===== src/sv/http_chunked_body_decoder_unit_assert.svh =====
// Assertion macros used by the HTTP chunked body decoder RTL.
// Included by hcbd_back, the module that carries concurrent assertions; no other dependencies.
`ifndef HTTP_CHUNKED_BODY_DECODER_UNIT_ASSERT_SVH
`define HTTP_CHUNKED_BODY_DECODER_UNIT_ASSERT_SVH
`ifndef SYNTH
`define HCBD_ASSERT(lbl, ck, rn, prop) \
    lbl: assert property (@(posedge ck) disable iff (!rn) prop) \
        else $error("hcbd assertion failed");
`define HCBD_ASSERT_IMP(lbl, ck, rn, ante, cons) \
    lbl: assert property (@(posedge ck) disable iff (!rn) (ante) |-> (cons)) \
        else $error("hcbd implication failed");
`else
`define HCBD_ASSERT(lbl, ck, rn, prop)
`define HCBD_ASSERT_IMP(lbl, ck, rn, ante, cons)
`endif
`endif


===== src/sv/hcbd_pkg.sv =====
// Types and constants shared by the HTTP chunked body decoder modules.
// No dependencies.
`timescale 1ns / 1ps
package hcbd_pkg;
    localparam logic [1:0] PH_SIZE = 2'd0;
    localparam logic [1:0] PH_DATA = 2'd1;
    localparam logic [1:0] PH_CRLF = 2'd2;
    localparam logic [1:0] PH_DONE = 2'd3;

    localparam logic [1:0] EV_ABSORB = 2'd0;
    localparam logic [1:0] EV_DATA   = 2'd1;
    localparam logic [1:0] EV_END    = 2'd2;
    localparam logic [1:0] EV_ERROR  = 2'd3;

    localparam logic [1:0] CP_FIRST = 2'd0;
    localparam logic [1:0] CP_CR_OK = 2'd1;
    localparam logic [1:0] CP_BAD   = 2'd2;

    localparam logic [7:0] CH_CR = 8'h0D;
    localparam logic [7:0] CH_LF = 8'h0A;

    typedef struct packed {
        logic [7:0] raw;
        logic       is_hex;
        logic [3:0] hex_val;
        logic       is_cr;
        logic       is_lf;
    } hcbd_item_t;
endpackage


===== src/sv/hcbd_front.sv =====
// Front stage: accepts raw body bytes and classifies them for the back end.
// Depends on hcbd_pkg.
`timescale 1ns / 1ps
module hcbd_front (
    input  logic                clk,
    input  logic                rst_n,
    input  logic                in_valid,
    output logic                in_ready,
    input  logic [7:0]          in_byte,
    output logic                item_valid,
    input  logic                item_ready,
    output hcbd_pkg::hcbd_item_t item
);
    import hcbd_pkg::*;

    logic       valid_reg;
    hcbd_item_t item_reg;
    hcbd_item_t item_next;

    always_comb
    begin
        item_next.raw    = in_byte;
        item_next.is_cr  = (in_byte == CH_CR);
        item_next.is_lf  = (in_byte == CH_LF);
        item_next.is_hex = 1'b1;
        item_next.hex_val = 4'd0;
        if (in_byte >= 8'h30 && in_byte <= 8'h39)
        begin
            item_next.hex_val = 4'(in_byte - 8'h30);
        end
        else if (in_byte >= 8'h41 && in_byte <= 8'h46)
        begin
            item_next.hex_val = 4'(in_byte - 8'h37);
        end
        else if (in_byte >= 8'h61 && in_byte <= 8'h66)
        begin
            item_next.hex_val = 4'(in_byte - 8'h57);
        end
        else
        begin
            item_next.is_hex = 1'b0;
        end
    end

    assign in_ready   = !valid_reg || item_ready;
    assign item_valid = valid_reg;
    assign item       = item_reg;

    always_ff @(posedge clk or negedge rst_n)
    begin
        if (!rst_n)
        begin
            valid_reg <= 1'b0;
        end
        else if (in_ready)
        begin
            valid_reg <= in_valid;
        end
    end

    always_ff @(posedge clk)
    begin
        if (in_ready && in_valid)
        begin
            item_reg <= item_next;
        end
    end
endmodule


===== src/sv/hcbd_queue.sv =====
// Two-entry queue of classified bytes between the front and back ends.
// Depends on hcbd_pkg.
`timescale 1ns / 1ps
module hcbd_queue (
    input  logic                clk,
    input  logic                rst_n,
    input  logic                push_valid,
    output logic                push_ready,
    input  hcbd_pkg::hcbd_item_t push_item,
    output logic                pop_valid,
    input  logic                pop_ready,
    output hcbd_pkg::hcbd_item_t pop_item
);
    import hcbd_pkg::*;

    hcbd_item_t entry_reg [2];
    logic       wr_ptr_reg;
    logic       rd_ptr_reg;
    logic [1:0] count_reg;
    logic [1:0] count_next;
    logic       push;
    logic       pop;

    assign push_ready = (count_reg != 2'd2);
    assign pop_valid  = (count_reg != 2'd0);
    assign pop_item   = entry_reg[rd_ptr_reg];
    assign push       = push_valid && push_ready;
    assign pop        = pop_valid && pop_ready;

    always_comb
    begin
        count_next = count_reg;
        if (push && !pop)
        begin
            count_next = count_reg + 2'd1;
        end
        else if (pop && !push)
        begin
            count_next = count_reg - 2'd1;
        end
    end

    always_ff @(posedge clk or negedge rst_n)
    begin
        if (!rst_n)
        begin
            wr_ptr_reg <= 1'b0;
            rd_ptr_reg <= 1'b0;
            count_reg  <= 2'd0;
        end
        else
        begin
            count_reg <= count_next;
            if (push)
            begin
                wr_ptr_reg <= !wr_ptr_reg;
            end
            if (pop)
            begin
                rd_ptr_reg <= !rd_ptr_reg;
            end
        end
    end

    always_ff @(posedge clk)
    begin
        if (push)
        begin
            entry_reg[wr_ptr_reg] <= push_item;
        end
    end
endmodule


===== src/sv/hcbd_back.sv =====
// Back end: chunked framing state machine with a registered result output.
// Depends on hcbd_pkg and the assertion macro header.
`timescale 1ns / 1ps
`include "http_chunked_body_decoder_unit_assert.svh"
module hcbd_back #(
    parameter int SIZE_BITS = 32
) (
    input  logic                clk,
    input  logic                rst_n,
    input  logic                item_valid,
    output logic                item_ready,
    input  hcbd_pkg::hcbd_item_t item,
    output logic                out_valid,
    input  logic                out_ready,
    output logic [1:0]          out_event,
    output logic [7:0]          out_data,
    output logic                out_last
);
    import hcbd_pkg::*;

    logic [1:0]           phase_reg, phase_next;
    logic [SIZE_BITS-1:0] remaining_reg, remaining_next;
    logic                 seen_reg, seen_next;
    logic                 closed_reg, closed_next;
    logic                 has_chars_reg, has_chars_next;
    logic                 ovf_reg, ovf_next;
    logic                 pending_cr_reg, pending_cr_next;
    logic [1:0]           crlf_reg, crlf_next;
    logic                 out_valid_reg;
    logic [1:0]           out_event_reg, out_event_next;
    logic [7:0]           out_data_reg, out_data_next;
    logic                 out_last_reg, out_last_next;
    logic                 take;
    logic                 closed_eff;
    logic                 has_eff;
    logic                 bad_line;
    logic [SIZE_BITS-1:0] rem_dec;

    assign item_ready = !out_valid_reg || out_ready;
    assign take       = item_valid && item_ready;
    assign closed_eff = closed_reg || pending_cr_reg;
    assign has_eff    = has_chars_reg || pending_cr_reg;
    assign bad_line   = !has_chars_reg || !seen_reg || ovf_reg;
    assign rem_dec    = remaining_reg - SIZE_BITS'(1);

    always_comb
    begin
        phase_next      = phase_reg;
        remaining_next  = remaining_reg;
        seen_next       = seen_reg;
        closed_next     = closed_reg;
        has_chars_next  = has_chars_reg;
        ovf_next        = ovf_reg;
        pending_cr_next = pending_cr_reg;
        crlf_next       = crlf_reg;
        out_event_next  = EV_ABSORB;
        out_data_next   = 8'd0;
        out_last_next   = 1'b0;
        case (phase_reg)
            PH_SIZE:
            begin
                if (pending_cr_reg && item.is_lf)
                begin
                    seen_next       = 1'b0;
                    closed_next     = 1'b0;
                    has_chars_next  = 1'b0;
                    ovf_next        = 1'b0;
                    pending_cr_next = 1'b0;
                    if (bad_line)
                    begin
                        out_event_next = EV_ERROR;
                        remaining_next = '0;
                    end
                    else if (remaining_reg == '0)
                    begin
                        out_event_next = EV_END;
                        phase_next     = PH_DONE;
                    end
                    else
                    begin
                        phase_next = PH_DATA;
                    end
                end
                else if (item.is_cr)
                begin
                    pending_cr_next = 1'b1;
                    closed_next     = closed_eff;
                    has_chars_next  = has_eff;
                end
                else
                begin
                    pending_cr_next = 1'b0;
                    has_chars_next  = 1'b1;
                    if (closed_eff)
                    begin
                        closed_next = 1'b1;
                    end
                    else if (item.is_hex)
                    begin
                        seen_next = 1'b1;
                        if (remaining_reg[SIZE_BITS-1:SIZE_BITS-4] != 4'd0)
                        begin
                            ovf_next = 1'b1;
                        end
                        remaining_next = {remaining_reg[SIZE_BITS-5:0], item.hex_val};
                    end
                    else
                    begin
                        closed_next = 1'b1;
                    end
                end
            end
            PH_DATA:
            begin
                out_event_next = EV_DATA;
                out_data_next  = item.raw;
                remaining_next = rem_dec;
                if (rem_dec == '0)
                begin
                    out_last_next = 1'b1;
                    phase_next    = PH_CRLF;
                    crlf_next     = CP_FIRST;
                end
            end
            PH_CRLF:
            begin
                if (crlf_reg == CP_FIRST)
                begin
                    crlf_next = item.is_cr ? CP_CR_OK : CP_BAD;
                end
                else
                begin
                    if (crlf_reg == CP_CR_OK && item.is_lf)
                    begin
                        phase_next      = PH_SIZE;
                        remaining_next  = '0;
                        seen_next       = 1'b0;
                        closed_next     = 1'b0;
                        has_chars_next  = 1'b0;
                        ovf_next        = 1'b0;
                        pending_cr_next = 1'b0;
                    end
                    else
                    begin
                        out_event_next = EV_ERROR;
                    end
                    crlf_next = CP_FIRST;
                end
            end
            default:
            begin
            end
        endcase
    end

    always_ff @(posedge clk or negedge rst_n)
    begin
        if (!rst_n)
        begin
            phase_reg      <= PH_SIZE;
            remaining_reg  <= '0;
            seen_reg       <= 1'b0;
            closed_reg     <= 1'b0;
            has_chars_reg  <= 1'b0;
            ovf_reg        <= 1'b0;
            pending_cr_reg <= 1'b0;
            crlf_reg       <= CP_FIRST;
            out_valid_reg  <= 1'b0;
        end
        else
        begin
            if (take)
            begin
                phase_reg      <= phase_next;
                remaining_reg  <= remaining_next;
                seen_reg       <= seen_next;
                closed_reg     <= closed_next;
                has_chars_reg  <= has_chars_next;
                ovf_reg        <= ovf_next;
                pending_cr_reg <= pending_cr_next;
                crlf_reg       <= crlf_next;
            end
            if (item_ready)
            begin
                out_valid_reg <= item_valid;
            end
        end
    end

    always_ff @(posedge clk)
    begin
        if (take)
        begin
            out_event_reg <= out_event_next;
            out_data_reg  <= out_data_next;
            out_last_reg  <= out_last_next;
        end
    end

    assign out_valid = out_valid_reg;
    assign out_event = out_event_reg;
    assign out_data  = out_data_reg;
    assign out_last  = out_last_reg;

    `HCBD_ASSERT(done_is_final, clk, rst_n, phase_reg == PH_DONE |=> phase_reg == PH_DONE)
    `HCBD_ASSERT_IMP(data_has_bytes, clk, rst_n, phase_reg == PH_DATA, remaining_reg != '0)
    `HCBD_ASSERT_IMP(last_is_data, clk, rst_n, out_valid_reg && out_last_reg,
                     out_event_reg == EV_DATA)
    `HCBD_ASSERT_IMP(crlf_code_ok, clk, rst_n, phase_reg == PH_CRLF, crlf_reg != 2'd3)
endmodule


===== src/sv/http_chunked_body_decoder_unit.sv =====
// HTTP/1.1 chunked body decoder: one raw body byte in, one result out per byte.
// The result reaches the output through the classify register, the two-entry queue and
// the output register of the framing state machine.
// Throughput is one byte per cycle while the output is not stalled.
// Reset (rst_n low, asynchronous) empties all stages and starts in the size line.
// Depends on hcbd_pkg, hcbd_front, hcbd_queue and hcbd_back.
`timescale 1ns / 1ps
module http_chunked_body_decoder_unit #(
    parameter int SIZE_BITS = 32
) (
    input  logic       clk,
    input  logic       rst_n,
    input  logic       s_axis_tvalid,
    output logic       s_axis_tready,
    input  logic [7:0] s_axis_tdata,   // [7:0] in_byte
    output logic       m_axis_tvalid,
    input  logic       m_axis_tready,
    output logic [7:0] m_axis_tdata,   // [7:0] data_byte
    output logic [1:0] m_axis_tuser,   // [1:0] event_res
    output logic       m_axis_tlast
);
    import hcbd_pkg::*;

    logic       f_valid;
    logic       f_ready;
    hcbd_item_t f_item;
    logic       q_valid;
    logic       q_ready;
    hcbd_item_t q_item;

    hcbd_front u_front (
        .clk        (clk),
        .rst_n      (rst_n),
        .in_valid   (s_axis_tvalid),
        .in_ready   (s_axis_tready),
        .in_byte    (s_axis_tdata),
        .item_valid (f_valid),
        .item_ready (f_ready),
        .item       (f_item)
    );

    hcbd_queue u_queue (
        .clk        (clk),
        .rst_n      (rst_n),
        .push_valid (f_valid),
        .push_ready (f_ready),
        .push_item  (f_item),
        .pop_valid  (q_valid),
        .pop_ready  (q_ready),
        .pop_item   (q_item)
    );

    hcbd_back #(
        .SIZE_BITS (SIZE_BITS)
    ) u_back (
        .clk        (clk),
        .rst_n      (rst_n),
        .item_valid (q_valid),
        .item_ready (q_ready),
        .item       (q_item),
        .out_valid  (m_axis_tvalid),
        .out_ready  (m_axis_tready),
        .out_event  (m_axis_tuser),
        .out_data   (m_axis_tdata),
        .out_last   (m_axis_tlast)
    );
endmodule


===== config.mk =====
export PLATFORM = sky130hd
export DESIGN_NAME = http_chunked_body_decoder_unit
export DESIGN_NICKNAME = d
export VERILOG_FILES = /design/src/sv/hcbd_pkg.sv /design/src/sv/hcbd_front.sv /design/src/sv/hcbd_queue.sv /design/src/sv/hcbd_back.sv /design/src/sv/http_chunked_body_decoder_unit.sv
export VERILOG_INCLUDE_DIRS = /design/src /design/src/sv
export SDC_FILE = /design/constraint.sdc
export NUM_CORES = 1
export LEC_CHECK = 0
export ABC_AREA = 1
export BUFFER_PORTS_ARGS = -buffer_cell sky130_fd_sc_hd__buf_2
export CAP_MARGIN = 20
export CORE_MARGIN = 3
export CORE_UTILIZATION = 60
export DETAILED_ROUTE_END_ITERATION = 10
export PLACE_DENSITY_LB_ADDON = 0.05
export SKIP_CTS_REPAIR_TIMING = 1
export SLEW_MARGIN = 10
export SYNTH_ARGS = -nofsm -noshare
export SYNTH_HDL_FRONTEND = slang
export SYNTH_SLANG_ARGS = --single-unit

===== constraint.sdc =====
create_clock -name clk -period 4.5 [get_ports clk]
set_input_delay 0.225 -clock clk [delete_from_list [all_inputs] [get_ports clk]]
set_output_delay 0.225 -clock clk [all_outputs]
set_load 0.005 [all_outputs]

==> reports/results.ini <==
[sta]
finalCritPeriodShare_pct = 67.7
report.final.slew_viol_count = 0
period_minus_slack_ps = 3050
tightest_slew_ps = 802
timing.fmax_mhz = 328
setup_tns_ps = 0
finalSetupViolCount = 0
hold_viol = 0
fin_skew_ps = 23.8
rsz0062_at_grt = no
relSlewSlack_pct = 46.5

[status]
status = finished, final reports clean

[logic_synthesis]
ys_ff_latch = 103
avgSynthCellArea_sq_um = 8.39
syn_area_sq_um = 5550
synthCells = 662
synth_cell_types = 42
yosys_warnings = 0
synth_seq_area_share_pct = 51.5
syn_nets = 685

[global_routing]
antenna_found_initial = 0
grt_usage_pct = 24.5
grt_max_degree = 48
grt_overflow_total = 0
grt_pass1_wl_mm = 20.1
first_global_vias = 4215

[detailed_routing]
drt_wl_total_mm = 12.2
initialDrtViolationCount = 292
drtAntennaViolNets = 0
via_count = 4521
post-route-drc-count = 0
viasPerCell = 5.66
wl_per_cell_microns = 15.3
drt_first_pass_iters = 5

[floorplanning]
die_area_sq_um = 10400
die_h_microns = 102
core_sq_um = 8850
num_rows = 34
start_util_pct = 62.7
dieWidth_microns = 102
io-pin-count = 25

[final_layout]
largest_reg_flops = 32
fin_cells = 799
nets = 709
diodes = 0
area_growth_pct = 7.51
drive_gt1_share_pct = 11.0

[cts]
root_buffer = clkbuf_8
clk_path_buf_depth = 2
cts_htree_levels = 3
cts.reportedPaths.clkPinSlew_ps = 120
cts_tree = yes
cts.sinks = 103
clk_latency_ps = 380
cts_made_buffers = 9

[place]
gp_congestion = 0.945
portBuffers = 24
place_hpwl_mm = 8.82
place_inst = 781

[setup_path]
path_class = flop to flop
reg2reg_to = u_back.remaining_reg[12]$_DFFE_PN0P_
cp-start-kind = flop
critical_path_required_ps = 4800
regToRegSetupSlack_ps = 1450
cp-end-kind = flop
r2r_cells = 11
cp.arrival_ps = 3350
critPathMaxFanout = 33
reg2reg_from = u_queue.rd_ptr_reg$_DFFE_PN0P_

[hold_path]
min_to = u_back.out_valid$_DFFE_PN0N_
holdPathStages = 2
worstHoldStart = m_axis_tready
hp-class = input port to flop

[power_and_ir_drop]
vdd_ir_drop_max_mv = 0.441
p_per_area_nw_per_um2 = 738
power_leakage_uw = 0.00260

[job]
cap_violations = 0

worst max-delay path, stage by stage, from the launching register on:
cell and delay [ps]:
dfrtp_1 730, inv_2 230, or2_1 270, o21ai_2 110, inv_2 60, nor2_1 90
o21ai_1 120, a21oi_2 210, nand2_2 370, inv_2 510, o21ai_0 160, o21ai_0 110
kinds of logic after synthesis:
group           after synthesis  share of synthesized area [%]
flops                       103                           51.5
xor+xnor                     10                           1.71
buf+inv                      88                           6.36
compound gates              111                           11.7
simple gates                337                           26.0
mux                           2                          0.361
fa+ha+maj                    11                           2.48
metal layers:
metal | vias up | wire, microns | global-route usage [%]
met4 | 0 | 86 | 4.54
met1 | 2124 | 5610 | 35.7
met3 | 10 | 694 | 4.57
met2 | 138 | 5810 | 38.9
li1 | 2249 | - | -
met5 | - | 0 | 0
layout by cell type, fill, tap and decap left out, types with 2 or more instances in the layout:
| cell type | count |
|---|---|
| nand2_1 | 158 |
| nor2_1 | 111 |
| inv_1 | 66 |
| edfxtp_1 | 56 |
| o21ai_0 | 47 |
| dfrtp_1 | 47 |
| nand3_1 | 27 |
| buf_2 | 24 |
| a21oi_1 | 18 |
| a22oi_1 | 15 |
| o22ai_1 | 11 |
| ha_1 | 11 |
| clkbuf_8 | 9 |
| nor2_2 | 8 |
| nand4_1 | 8 |
| o21ai_1 | 7 |
| inv_2 | 6 |
| nor3_1 | 6 |
| xor2_1 | 6 |
| nand2_2 | 5 |
| nor2_4 | 5 |
| a31oi_1 | 4 |
| nand2_4 | 3 |
| xnor2_1 | 3 |
| inv_8 | 3 |
| nor4_1 | 2 |
| a21oi_2 | 2 |
| mux2i_1 | 2 |
| o32ai_1 | 2 |
| buf_4 | 2 |
worst max-delay path by stage:
stage	from	to	slack [ps]
after floorplan	u_back.remaining_reg[1]$_DFFE_PN0P_	u_back.crlf_reg[1]$_DFFE_PN0P_	2550
after global placement	u_queue.rd_ptr_reg$_DFFE_PN0P_	u_back.remaining_reg[12]$_DFFE_PN0P_	1650
after detailed placement	u_queue.rd_ptr_reg$_DFFE_PN0P_	u_back.remaining_reg[12]$_DFFE_PN0P_	1500
after CTS	u_queue.rd_ptr_reg$_DFFE_PN0P_	u_back.remaining_reg[12]$_DFFE_PN0P_	1470
after global routing	u_queue.rd_ptr_reg$_DFFE_PN0P_	u_back.remaining_reg[12]$_DFFE_PN0P_	1090
final	u_queue.rd_ptr_reg$_DFFE_PN0P_	u_back.remaining_reg[12]$_DFFE_PN0P_	1450
final cells by class:
cell class / instances / area (sq um)
Clock buffer: 9 / 124
Clock inverter: 7 / 71.3
Fill cell: 747 / 2880
Inverter: 73 / 274
Multi-Input combinational cell: 471 / 2340
Sequential cell: 103 / 2860
Tap cell: 108 / 135
Timing Repair Buffer: 28 / 165
synth_stat cells:
library cell | n | area, sq um
a21oi_1 | 18 | 90.1
a21oi_2 | 2 | 17.5
a22oi_1 | 15 | 113
a31oi_1 | 4 | 25.0
buf_1 | 1 | 3.75
buf_2 | 6 | 30.0
buf_4 | 2 | 15.0
buf_6 | 1 | 11.3
clkbuf_1 | 5 | 18.8
clkinv_1 | 1 | 3.75
dfrtp_1 | 47 | 1180
edfxtp_1 | 56 | 1680
ha_1 | 11 | 138
inv_1 | 66 | 248
inv_2 | 6 | 22.5
mux2i_1 | 2 | 20.0
nand2_1 | 158 | 593
nand2_2 | 5 | 31.3
nand2_4 | 3 | 33.8
nand3_1 | 27 | 135
nand3_2 | 1 | 10.0
nand3b_1 | 1 | 7.51
nand4_1 | 8 | 50.1
nor2_1 | 111 | 417
nor2_2 | 8 | 50.1
nor2_4 | 5 | 56.3
nor3_1 | 6 | 30.0
nor4_1 | 2 | 12.5
nor4b_1 | 1 | 8.76
o2111ai_1 | 1 | 8.76
o21ai_0 | 47 | 235
o21ai_1 | 7 | 35.0
o21ai_2 | 1 | 8.76
o21bai_2 | 1 | 11.3
o22ai_1 | 11 | 68.8
o31ai_1 | 1 | 7.51
o32ai_1 | 2 | 17.5
o41ai_1 | 1 | 8.76
or2_1 | 1 | 6.26
xnor2_1 | 3 | 26.3
xor2_1 | 6 | 52.6
xor2_2 | 1 | 16.3
stage by stage:
| stage | util, % | setup slack (ps) | area (sq um) | hold slack (ps) | power (uW) |
|---|---|---|---|---|---|
| finish | 67.4 | 1450 | 5970 | 38.6 | 4400 |
| global route | 67.4 | 1090 | 5970 | 36.6 | 4780 |
| CTS | 67.1 | 1470 | 5940 | 33.3 | 4390 |
| detailed placement | 64.9 | 1500 | 5740 | 434 | 3810 |
| global placement | 64.9 | 1650 | 5740 | 422 | 3730 |
| floorplan | - | 2550 | 5550 | -70.6 | 3290 |
where the power goes:
group	switching, uW	total (uW)	internal [uW]
Combinational	1500	2160	666
Sequential	276	1670	1390
Clock	354	572	218
Note: power is estimated with default switching activity, not from simulation.
